## config.mk

```make
export PLATFORM = sky130hd
export DESIGN_NAME = line_bresenham_raster
export DESIGN_NICKNAME = d
export VERILOG_FILES = /design/src/blr_pkg.sv /design/src/blr_walk.sv /design/src/line_bresenham_raster.sv
export VERILOG_INCLUDE_DIRS = /design/src /design/src/src
export SDC_FILE = /design/constraint.sdc
export NUM_CORES = 1
export LEC_CHECK = 0
export BUFFER_PORTS_ARGS = -buffer_cell sky130_fd_sc_hd__buf_2
export CAP_MARGIN = 15
export CELL_PAD_IN_SITES_DETAIL_PLACEMENT = 1
export CELL_PAD_IN_SITES_GLOBAL_PLACEMENT = 1
export CORE_UTILIZATION = 48
export DETAILED_ROUTE_END_ITERATION = 10
export PLACE_DENSITY = 0.83
export REMOVE_ABC_BUFFERS = 1
export SLEW_MARGIN = 20
export SYNTH_ARGS = -nofsm -noshare
export SYNTH_HDL_FRONTEND = slang
export SYNTH_SLANG_ARGS = --single-unit
```

## constraint.sdc

```tcl
create_clock -name clk -period 10.85 [get_ports clk]
set_input_delay 2.17 -clock clk [delete_from_list [all_inputs] [get_ports clk]]
set_output_delay 2.17 -clock clk [all_outputs]
set_load 0.02 [all_outputs]
```

## src/assert_macros.svh

```systemverilog
// Assertion macros shared by the rasterizer RTL.
// Define NO_ASSERTIONS to compile every assertion out.
`ifndef ASSERT_MACROS_SVH
`define ASSERT_MACROS_SVH

`ifndef NO_ASSERTIONS
// Check a property on every rising clk edge outside reset.
`define ASSERT_CLK(lbl, prop) \
	lbl: assert property (@(posedge clk) disable iff (!arst_n) prop) \
		else $error("assertion failed")
// Check that a condition implies a consequence in the next cycle.
`define ASSERT_NEXT(lbl, ante, cons) \
	lbl: assert property (@(posedge clk) disable iff (!arst_n) (ante) |=> (cons)) \
		else $error("assertion failed")
`else
`define ASSERT_CLK(lbl, prop)
`define ASSERT_NEXT(lbl, ante, cons)
`endif

`endif

```

## src/blr_pkg.sv

```systemverilog
// Shared types and constants of the Bresenham line rasterizer.
// Used by blr_walk and line_bresenham_raster; depends on nothing.
package blr_pkg;

	localparam int COORD_BITS = 12;
	localparam int COLOR_BITS = 24;
	localparam int ERR_BITS   = COORD_BITS + 3;
	localparam int INC_S_BITS = COORD_BITS + 1;
	localparam int INC_D_BITS = COORD_BITS + 2;

	typedef logic [COORD_BITS-1:0] coord_t;
	typedef logic [COLOR_BITS-1:0] color_t;

	typedef enum logic {
		MODE_START = 1'b0,
		MODE_STEP  = 1'b1
	} mode_t;

	// One request as captured in the input register.
	typedef struct packed {
		mode_t  mode;
		coord_t sx;
		coord_t sy;
		coord_t ex;
		coord_t ey;
		color_t color;
	} req_t;

	// Walk state of the current line (everything except the active flag).
	typedef struct packed {
		coord_t                 major_pos;
		coord_t                 minor_pos;
		coord_t                 major_end;
		logic [ERR_BITS-1:0]    err;
		logic [INC_S_BITS-1:0]  inc_s;
		logic [INC_D_BITS-1:0]  inc_d;
		logic                   major_neg;
		logic                   minor_neg;
		logic                   swapped;
		color_t                 color;
	} walk_t;

	typedef struct packed {
		coord_t x;
		coord_t y;
		color_t color;
		logic   last;
	} pixel_t;

	function automatic coord_t step_coord(coord_t v, logic neg);
		return neg ? v - coord_t'(1) : v + coord_t'(1);
	endfunction

endpackage

```

## src/blr_walk.sv

```systemverilog
// Combinational line setup and single-pixel step of the rasterizer.
// Depends on blr_pkg.
module blr_walk import blr_pkg::*; (
	input  req_t   req,
	input  logic   active,
	input  walk_t  cur,
	output walk_t  nxt,
	output logic   nxt_active,
	output logic   emit,
	output pixel_t pix
);

	always_comb begin
		coord_t dx;
		coord_t dy;
		coord_t a1;
		coord_t b1;
		coord_t a2;
		coord_t b2;
		coord_t dmaj;
		coord_t dmin;
		coord_t next_pos;
		logic   swp;
		logic   last;

		dx = (req.ex >= req.sx) ? req.ex - req.sx : req.sx - req.ex;
		dy = (req.ey >= req.sy) ? req.ey - req.sy : req.sy - req.ey;
		swp = dx < dy;
		a1   = swp ? req.sy : req.sx;
		b1   = swp ? req.sx : req.sy;
		a2   = swp ? req.ey : req.ex;
		b2   = swp ? req.ex : req.ey;
		dmaj = swp ? dy : dx;
		dmin = swp ? dx : dy;
		next_pos = step_coord(cur.major_pos, cur.major_neg);
		last = next_pos == cur.major_end;

		nxt        = cur;
		nxt_active = active;
		emit       = 1'b0;
		pix        = '{x: cur.major_pos, y: cur.minor_pos, color: cur.color, last: last};

		unique case (req.mode)
			MODE_START: begin
				nxt.swapped   = swp;
				nxt.major_neg = !(a2 > a1);
				nxt.minor_neg = !(b2 > b1);
				nxt.major_end = a2;
				nxt.minor_pos = b1;
				nxt.major_pos = step_coord(a1, !(a2 > a1));
				nxt.inc_s     = {dmin, 1'b0};
				nxt.inc_d     = {1'b0, dmin, 1'b0} - {1'b0, dmaj, 1'b0};
				nxt.err       = {2'b00, dmin, 1'b0} - {3'b000, dmaj};
				nxt.color     = req.color;
				nxt_active    = dmaj > coord_t'(1);
				emit          = 1'b1;
				pix.x         = swp ? b1 : a1;
				pix.y         = swp ? a1 : b1;
				pix.color     = req.color;
				pix.last      = !(dmaj > coord_t'(1));
			end
			MODE_STEP: begin
				// Idle: drop the request, leave the state alone.
				if (active) begin
					if (cur.err[ERR_BITS-1]) begin
						nxt.err = cur.err + {2'b00, cur.inc_s};
					end else begin
						nxt.minor_pos = step_coord(cur.minor_pos, cur.minor_neg);
						nxt.err = cur.err + {cur.inc_d[INC_D_BITS-1], cur.inc_d};
					end
					nxt.major_pos = next_pos;
					emit          = 1'b1;
					pix.x         = cur.swapped ? nxt.minor_pos : cur.major_pos;
					pix.y         = cur.swapped ? cur.major_pos : nxt.minor_pos;
					if (last) begin
						nxt_active = 1'b0;
					end
				end
			end
			default: begin
				emit = 1'b0;
			end
		endcase
	end

endmodule

```

## src/line_bresenham_raster.sv

```systemverilog
// Bresenham line rasterizer, one pixel per request.
//
// Input channel (in_valid / in_stall): mode 0 starts a line from start_x/y
// toward end_x/y in pen_color and emits the first endpoint; mode 1 advances
// one pixel along the major axis and emits it. The far endpoint is not drawn.
// A step request with no line in progress emits nothing. A start request
// abandons any line in progress.
// Output channel (out_valid / out_stall): pixel_x, pixel_y, pixel_color and
// last_pixel, which marks the final pixel of the line.
// A request is captured in the input register, walked by one pass of
// add/compare logic, and its pixel is then held in the output register.
// While out_stall is low, one request per cycle is accepted and at most one
// pixel per cycle delivered; the error update is done in that one pass.
// When out_stall is high with a pixel waiting, the output register holds and
// in_stall rises once the input register also holds a request.
// Reset (arst_n low) empties both registers and ends any line in progress.
// Depends on blr_pkg, blr_walk and assert_macros.svh.
`include "assert_macros.svh"

module line_bresenham_raster import blr_pkg::*; (
	input  logic                  clk,
	input  logic                  arst_n,
	input  logic                  in_valid,
	output logic                  in_stall,
	input  logic                  mode,
	input  logic [COORD_BITS-1:0] start_x,
	input  logic [COORD_BITS-1:0] start_y,
	input  logic [COORD_BITS-1:0] end_x,
	input  logic [COORD_BITS-1:0] end_y,
	input  logic [COLOR_BITS-1:0] pen_color,
	output logic                  out_valid,
	input  logic                  out_stall,
	output logic [COORD_BITS-1:0] pixel_x,
	output logic [COORD_BITS-1:0] pixel_y,
	output logic [COLOR_BITS-1:0] pixel_color,
	output logic                  last_pixel
);

	logic   valid_s1;
	req_t   req_s1;
	logic   active_q;
	walk_t  walk_q;
	logic   out_valid_q;
	pixel_t pix_q;

	walk_t  walk_nxt;
	logic   active_nxt;
	logic   emit;
	pixel_t pix;
	logic   out_ready;
	logic   s1_adv;

	assign out_ready = !out_valid_q || !out_stall;
	assign s1_adv    = valid_s1 && out_ready;
	assign in_stall  = valid_s1 && !out_ready;

	blr_walk u_walk (
		.req        (req_s1),
		.active     (active_q),
		.cur        (walk_q),
		.nxt        (walk_nxt),
		.nxt_active (active_nxt),
		.emit       (emit),
		.pix        (pix)
	);

	always_ff @(posedge clk or negedge arst_n) begin
		if (!arst_n) begin
			valid_s1    <= 1'b0;
			active_q    <= 1'b0;
			out_valid_q <= 1'b0;
		end else begin
			if (!in_stall) begin
				valid_s1 <= in_valid;
			end
			if (s1_adv) begin
				active_q <= active_nxt;
			end
			if (out_ready) begin
				out_valid_q <= s1_adv && emit;
			end
		end
	end

	always_ff @(posedge clk) begin
		if (!in_stall && in_valid) begin
			req_s1 <= '{mode: mode_t'(mode), sx: start_x, sy: start_y,
				ex: end_x, ey: end_y, color: pen_color};
		end
		if (s1_adv) begin
			walk_q <= walk_nxt;
		end
		// Hold the pixel while the receiver stalls.
		if (s1_adv && emit) begin
			pix_q <= pix;
		end
	end

	assign out_valid   = out_valid_q;
	assign pixel_x     = pix_q.x;
	assign pixel_y     = pix_q.y;
	assign pixel_color = pix_q.color;
	assign last_pixel  = pix_q.last;

	`ASSERT_CLK(a_stall_needs_req, in_stall |-> valid_s1);
	`ASSERT_NEXT(a_emit_reaches_out, s1_adv && emit, out_valid_q);
	`ASSERT_NEXT(a_idle_step_silent, s1_adv && req_s1.mode == MODE_STEP && !active_q,
		!out_valid_q);
	`ASSERT_NEXT(a_last_ends_line, s1_adv && emit && pix.last, !active_q);

endmodule

```

==> impl_metrics.py, run 1 <==
metrics = {
    "run_status": {
        "status": "complete, no violations",
    },
    "global_route": {
        "grt_pass1_vias": 12700,
        "grt_pass1_wl_mm": 71.4,
        "grt.total_usage": 0.279,
        "grt_antenna_before_repair": 0,
        "grt_max_degree": 74,
        "overflow": 0,
    },
    "timing": {
        "tightest_slew_ns": 1.04,
        "rsz0062_at_grt": "false",
        "tns_ns": 0,
        "relSlewSlack": 0.305,
        "period_minus_slack_ns": 9.23,
        "slew_viol_final": 0,
        "setup_violations": 0,
        "max_freq_ghz": 0.108,
        "worst_clock_skew_ns": 0.0142,
        "hold_viol": 0,
        "fin_crit_sh": 0.851,
    },
    "placed_design": {
        "hpwlAfterDp_mm": 34.0,
        "io_buffers": 127,
        "place.gp.congestion": 0.925,
        "place_inst": 1970,
    },
    "cts": {
        "tritoncts": "yes",
        "cts_buffers": 26,
        "clkSlewWorstSetupHoldPaths_ns": 0.07,
        "ctsResizeCount": 0,
        "cts_setup_buffers": 0,
        "cts_root_buf": "clkbuf_16",
        "cts.path.max_buffers": 3,
        "cts-hold-fix-buffers": 0,
        "numClockSinks": 227,
        "clk_latency_ns": 0.56,
        "htree_levels": 1,
    },
    "synthesis": {
        "synth-simple-area-share": 0.116,
        "synth_top_family_by_area": "compound AO/OA/AOI/OAI gates",
        "yosys.area_share.adder": 0.122,
        "async_flop_share": 0.0132,
        "synth_area_mm2": 0.0154,
        "synth_edf_count": 224,
        "synth_cell_types": 81,
        "ys_warn_count": 0,
        "postSynthAreaPerCell_um2": 10.4,
        "synth_xor_area_frac": 0.0426,
        "synth_top_flop_cell": "edfxtp_1",
        "synth_mux_area_frac": 0.0728,
        "yosys_register_bits": 227,
        "synth_seq_area_share": 0.441,
        "synth_cells": 1488,
        "synth_compound_area_frac": 0.161,
    },
    "route": {
        "route.detailed.drc": 0,
        "routedWlPerCell_um": 22.8,
        "firstDrtPassIters": 5,
        "ant_nets": 0,
        "drt_iter0_markers": 896,
        "drt_wl_total_mm": 46.0,
        "dr_total_vias": 12100,
        "vias_per_cell": 6.00,
    },
    "worst_setup_path": {
        "critPathKind": "flip-flop to flip-flop",
        "cp_max_fo": 50,
        "critPathTopFamily": "compound AO/OA/AOI/OAI gates",
        "crit_slowest_cell": "o31ai_1",
        "slowest_delay_ns": 0.69,
        "r2r_cells": 33,
        "start_kind": "flip-flop",
        "crit_path_end_kind": "flip-flop",
        "critical_path_depth": 33,
        "cp_num_buf_inv": 5,
        "crit_path_frequent_cell": "ha_1",
        "required_ns": 11.16,
        "crit_arrival_ns": 9.54,
    },
    "floorplanning": {
        "start_util": 0.489,
        "io_pins": 128,
        "die_y_um": 181,
        "placementRows": 65,
        "placeableCoreArea_mm2": 0.0316,
        "dieArea_mm2": 0.0328,
        "chipWidth_um": 181,
    },
    "cells_and_area": {
        "multi_input_area_mm2": 0.00795,
        "register_area_mm2": 0.00680,
        "n_antenna_cell": 0,
        "nNetsFinal": 1817,
        "final_common_cell": "edfxtp_1",
        "layout-drive-gt1-share": 0.156,
        "fin_cells": 2018,
        "fill_cells": 3462,
        "synthToLayoutAreaGrowth_pct": 12.2,
        "fin_util": 0.548,
        "final_cell_mix": "edfxtp_1 (224), ha_1 (135), buf_2 (127), nand2_1 (119), o21ai_0 (118)",
    },
    "power_and_ir_drop": {
        "p_per_area_mw_per_mm2": 367,
        "irDropWorstVdd_v": 0.000156,
        "leakagePower_nw": 7.31,
    },
    "worst_hold_path": {
        "hp-class": "flip-flop to flip-flop",
        "worst_hold_path.num_cells": 0,
    },
    "job": {
        "maxCapViolations": 0,
    },
}
==> final cells by class <==
cell class	count	area share
Tap cell	402	0.0291
Multi-Input combinational cell	1084	0.460
Inverter	118	0.0259
Sequential cell	227	0.393
Clock inverter	18	0.0119
Clock buffer	30	0.0385
Timing Repair Buffer	139	0.0419
==> kinds of logic (layout without fill, tap and decap cells) <==
group | Yosys count | after routing
and+or+nand+nor | 365 | 365
adders and majority gates | 145 | 145
buffers and inverters | 177 | 305
xor gates and xnor gates | 75 | 75
AOI/OAI and AO/OA | 392 | 392
DFF | 227 | 227
muxes | 107 | 107
==> where the power goes <==
part / internal, W / leakage (nW) / switching (W)
clock: 0.000536 / 0.423 / 0.000377
sequential: 0.00131 / 2.17 / 0.000120
combinational: 0.00160 / 4.71 / 0.00240
==> per-stage QoR <==
stage               instance area (um2)  hold WS (ns)  setup slack [ns]  total power, W
finish                            17300         0.444              1.62         0.00634
floorplan                         15200         0.422              1.82         0.00434
detailed placement                16400         0.432              1.79         0.00535
global route                      17300         0.456             0.915         0.00680
CTS                               17300         0.449              1.76         0.00633
global placement                  16400         0.424              2.06         0.00515
==> cell usage after synthesis (all sizes together) (7+ instances only) <==
master	n	area [um2]
a21oi	108	552
o21ai	119	596
or2	10	62.6
nand3	17	90.1
clkbuf	41	154
a211oi	13	97.6
fa	9	180
nand4	10	62.6
edfxtp	224	6730
a21boi	7	52.6
nand2	120	453
nand2b	28	175
mux2	41	462
nor3	24	120
a31oi	17	113
nor4	8	50.1
or3	8	50.1
and2	12	75.1
a21o	34	255
buf	18	81.3
inv	117	439
and3	14	92.6
nor2	76	285
mux2i	66	661
xnor2	49	429
xor2	26	228
o211ai	11	82.6
nor2b	19	119
ha	135	1690
==> worst register-to-register path: cells and delay by family (launching register included) <==
family | cells | cell delay (ns)
adder cells (fa/ha/maj) | 5 | 1.99
AND/OR/NAND/NOR | 9 | 1.62
buffers and inverters | 5 | 1.33
AO/OA/AOI/OAI | 14 | 3.55
flip-flops | 1 | 0.53
==> sequential cells by signal, indices dropped and copies added (netlist names) <==
register     cells
walk_q         102
req_s1          73
pixel_color     24
pixel_x         12
pixel_y         12
active_q         1
last_pixel       1
out_valid        1
valid_s1         1
==> per-layer routing <==
layer	GRT usage	part of all wire
met1	0.375	0.45
met2	0.471	0.47
met3	0.0264	0.039
met4	0.0976	0.035
met5	0	0
==> final timing paths <==
path	from	endpoint	slack (ns)
worst min-delay path	req_s1[1]	walk_q[1]	0.44
worst min register to register	req_s1[1]	walk_q[1]	0.44
worst max-delay path	req_s1[51]	walk_q[103]	1.62
worst max register to register	req_s1[51]	walk_q[103]	1.62
max in group asynchronous	arst_n	out_valid	9.33
min in group asynchronous	arst_n	active_q	1.41
Note: power is estimated with default switching activity, not from simulation.
==> run 2, diff against run 1 <==
- GPL_TIMING_DRIVEN: unset -> 0
- clock period: 10.85 -> 8.74 ns (I/O delays scaled with it)
==> impl_metrics.py, run 2 (same netlist as run 1, synthesis figures left out) <==
metrics = {
    "global_route": {
        "grt.total_usage": 0.269,
        "overflow": 0,
        "grt_pass1_vias": 12600,
        "grt_antenna_before_repair": 1,
        "grt_max_degree": 70,
        "grt_pass1_wl_mm": 69.2,
    },
    "timing": {
        "max_freq_ghz": 0.118,
        "worst_clock_skew_ns": 0.0157,
        "tightest_slew_ns": 0.968,
        "relSlewSlack": 0.338,
        "slew_viol_final": 0,
        "holdWs_ns": 0.455,
        "hold_viol": 0,
        "fin_crit_sh": 0.968,
        "setup_violations": 0,
        "period_minus_slack_ns": 8.46,
    },
    "worst_setup_path": {
        "crit_path_end_kind": "flip-flop",
        "r2r-start": "req_s1[57]",
        "r2r_slack_ns": 0.28,
        "crit_start": "req_s1[57]",
        "timing.rr.end": "walk_q[104]",
        "crit_slowest_cell": "a2111o_2",
        "crit_path_frequent_cell": "ha_1",
        "worst_setup_path_endpoint": "walk_q[104]",
        "slowest_delay_ns": 0.51,
        "cp_max_fo": 35,
        "required_ns": 9.12,
        "r2r_cells": 35,
        "critPathKind": "flip-flop to flip-flop",
        "crit_arrival_ns": 8.84,
        "start_kind": "flip-flop",
    },
    "worst_hold_path": {
        "worst_hold_path.num_cells": 0,
        "hp-class": "flip-flop to flip-flop",
    },
    "placed_design": {
        "place.gp.congestion": 0.882,
        "io_buffers": 127,
        "hpwlAfterDp_mm": 33.3,
        "place_inst": 1975,
        "placed_cell_area_mm2": 0.0167,
    },
    "cells_and_area": {
        "nNetsFinal": 1847,
        "fin_util": 0.577,
        "synthToLayoutAreaGrowth_pct": 18.0,
        "design_area_mm2": 0.0182,
        "top_register": "walk_q",
        "largest_register_ffs": 102,
        "fin_cells": 2043,
        "layout-drive-gt1-share": 0.205,
        "n_antenna_cell": 0,
        "final_common_cell": "edfxtp_1",
        "final_cell_mix": "edfxtp_1 (224), buf_2 (127), ha_1 (121), nand2_1 (119), inv_1 (113)",
    },
    "cts": {
        "clkSlewWorstSetupHoldPaths_ns": 0.06,
        "cts_buffers": 26,
        "numClockSinks": 227,
        "cts_root_buf": "clkbuf_16",
        "cts-hold-fix-buffers": 0,
        "cts.path.max_buffers": 3,
        "clk_latency_ns": 0.55,
        "tritoncts": "yes",
        "htree_levels": 1,
    },
    "floorplanning": {
        "placeableCoreArea_mm2": 0.0316,
        "dieArea_mm2": 0.0328,
        "io_pins": 128,
        "start_util": 0.489,
        "chipWidth_um": 181,
        "die_y_um": 181,
        "placementRows": 65,
    },
    "route": {
        "vias_per_cell": 6.05,
        "drt_wl_total_mm": 46.0,
        "route.detailed.drc": 0,
        "drt_iter0_markers": 813,
        "firstDrtPassIters": 5,
        "ant_nets": 0,
        "routedWlPerCell_um": 22.5,
        "dr_total_vias": 12400,
    },
    "power_and_ir_drop": {
        "p_per_area_mw_per_mm2": 452,
        "leakagePower_nw": 7.61,
        "irDropWorstVdd_v": 0.000193,
    },
    "job": {
        "maxCapViolations": 0,
    },
    "run_status": {
        "status": "complete, no violations",
    },
}
## run 2: area by class of cell
cell class / count / area, um2
Fill cell: 3408 / 13400
Multi-Input combinational cell: 1085 / 8390
Sequential cell: 227 / 6800
Timing Repair Buffer: 166 / 1180
Clock buffer: 34 / 711
Tap cell: 402 / 503
Inverter: 118 / 460
Clock inverter: 9 / 134
Timing Repair inverter: 2 / 17.5
## run 2: worst min path at each step
stage                 endpoint       start
finish              walk_q[15]  req_s1[15]
global route         walk_q[3]   req_s1[3]
CTS                 walk_q[15]  req_s1[15]
detailed placement  walk_q[13]  req_s1[13]
global placement    walk_q[13]  req_s1[13]
floorplan            walk_q[0]   req_s1[0]
## run 2: through the flow
step / setup WS, ns / TNS (ns) / power [W]
after floorplan: -0.291 / -1.12 / 0.00539
after global placement: -4.22 / -485.63 / 0.00636
after detailed placement: -1.80 / -14.72 / 0.00667
after CTS: 0.00357 / 0 / 0.00793
after global routing: -0.0441 / -0.0441 / 0.00881
final: 0.276 / 0 / 0.00822
## run 2: critical path, delay by kind of cell (launching register included)
kind / cells / cell delay (ns)
AO/OA/AOI/OAI: 17 / 4.38
XOR/XNOR: 1 / 0.19
adder cells (fa/ha/maj): 4 / 1.08
buffers and inverters: 6 / 0.77
flip-flops: 1 / 0.43
AND/OR/NAND/NOR: 7 / 1.41
## run 2: report_power, final
group	leakage (nW)	switching (W)	internal, W
Sequential	2.17	0.000159	0.00162
Combinational	5.03	0.00312	0.00222
Clock	0.406	0.000447	0.000656
Total	7.61	0.00373	0.00450
## run 2: metal layers
metal / track usage / up-vias / share of wire
li1: - / 5753 / -
met1: 0.359 / 6152 / 0.44
met2: 0.455 / 365 / 0.48
met3: 0.0304 / 93 / 0.050
met4: 0.0881 / 2 / 0.032
met5: 0 / - / 0.00017
## run 2: what timing repair did
action | 4_1_cts | 5_1_grt
gates resized for setup | 35 | 57
setup endpoints to repair | 14 | 7
buffers inserted | 7 | 14
cloned | 1 | 3
pin swaps | 8 | 15
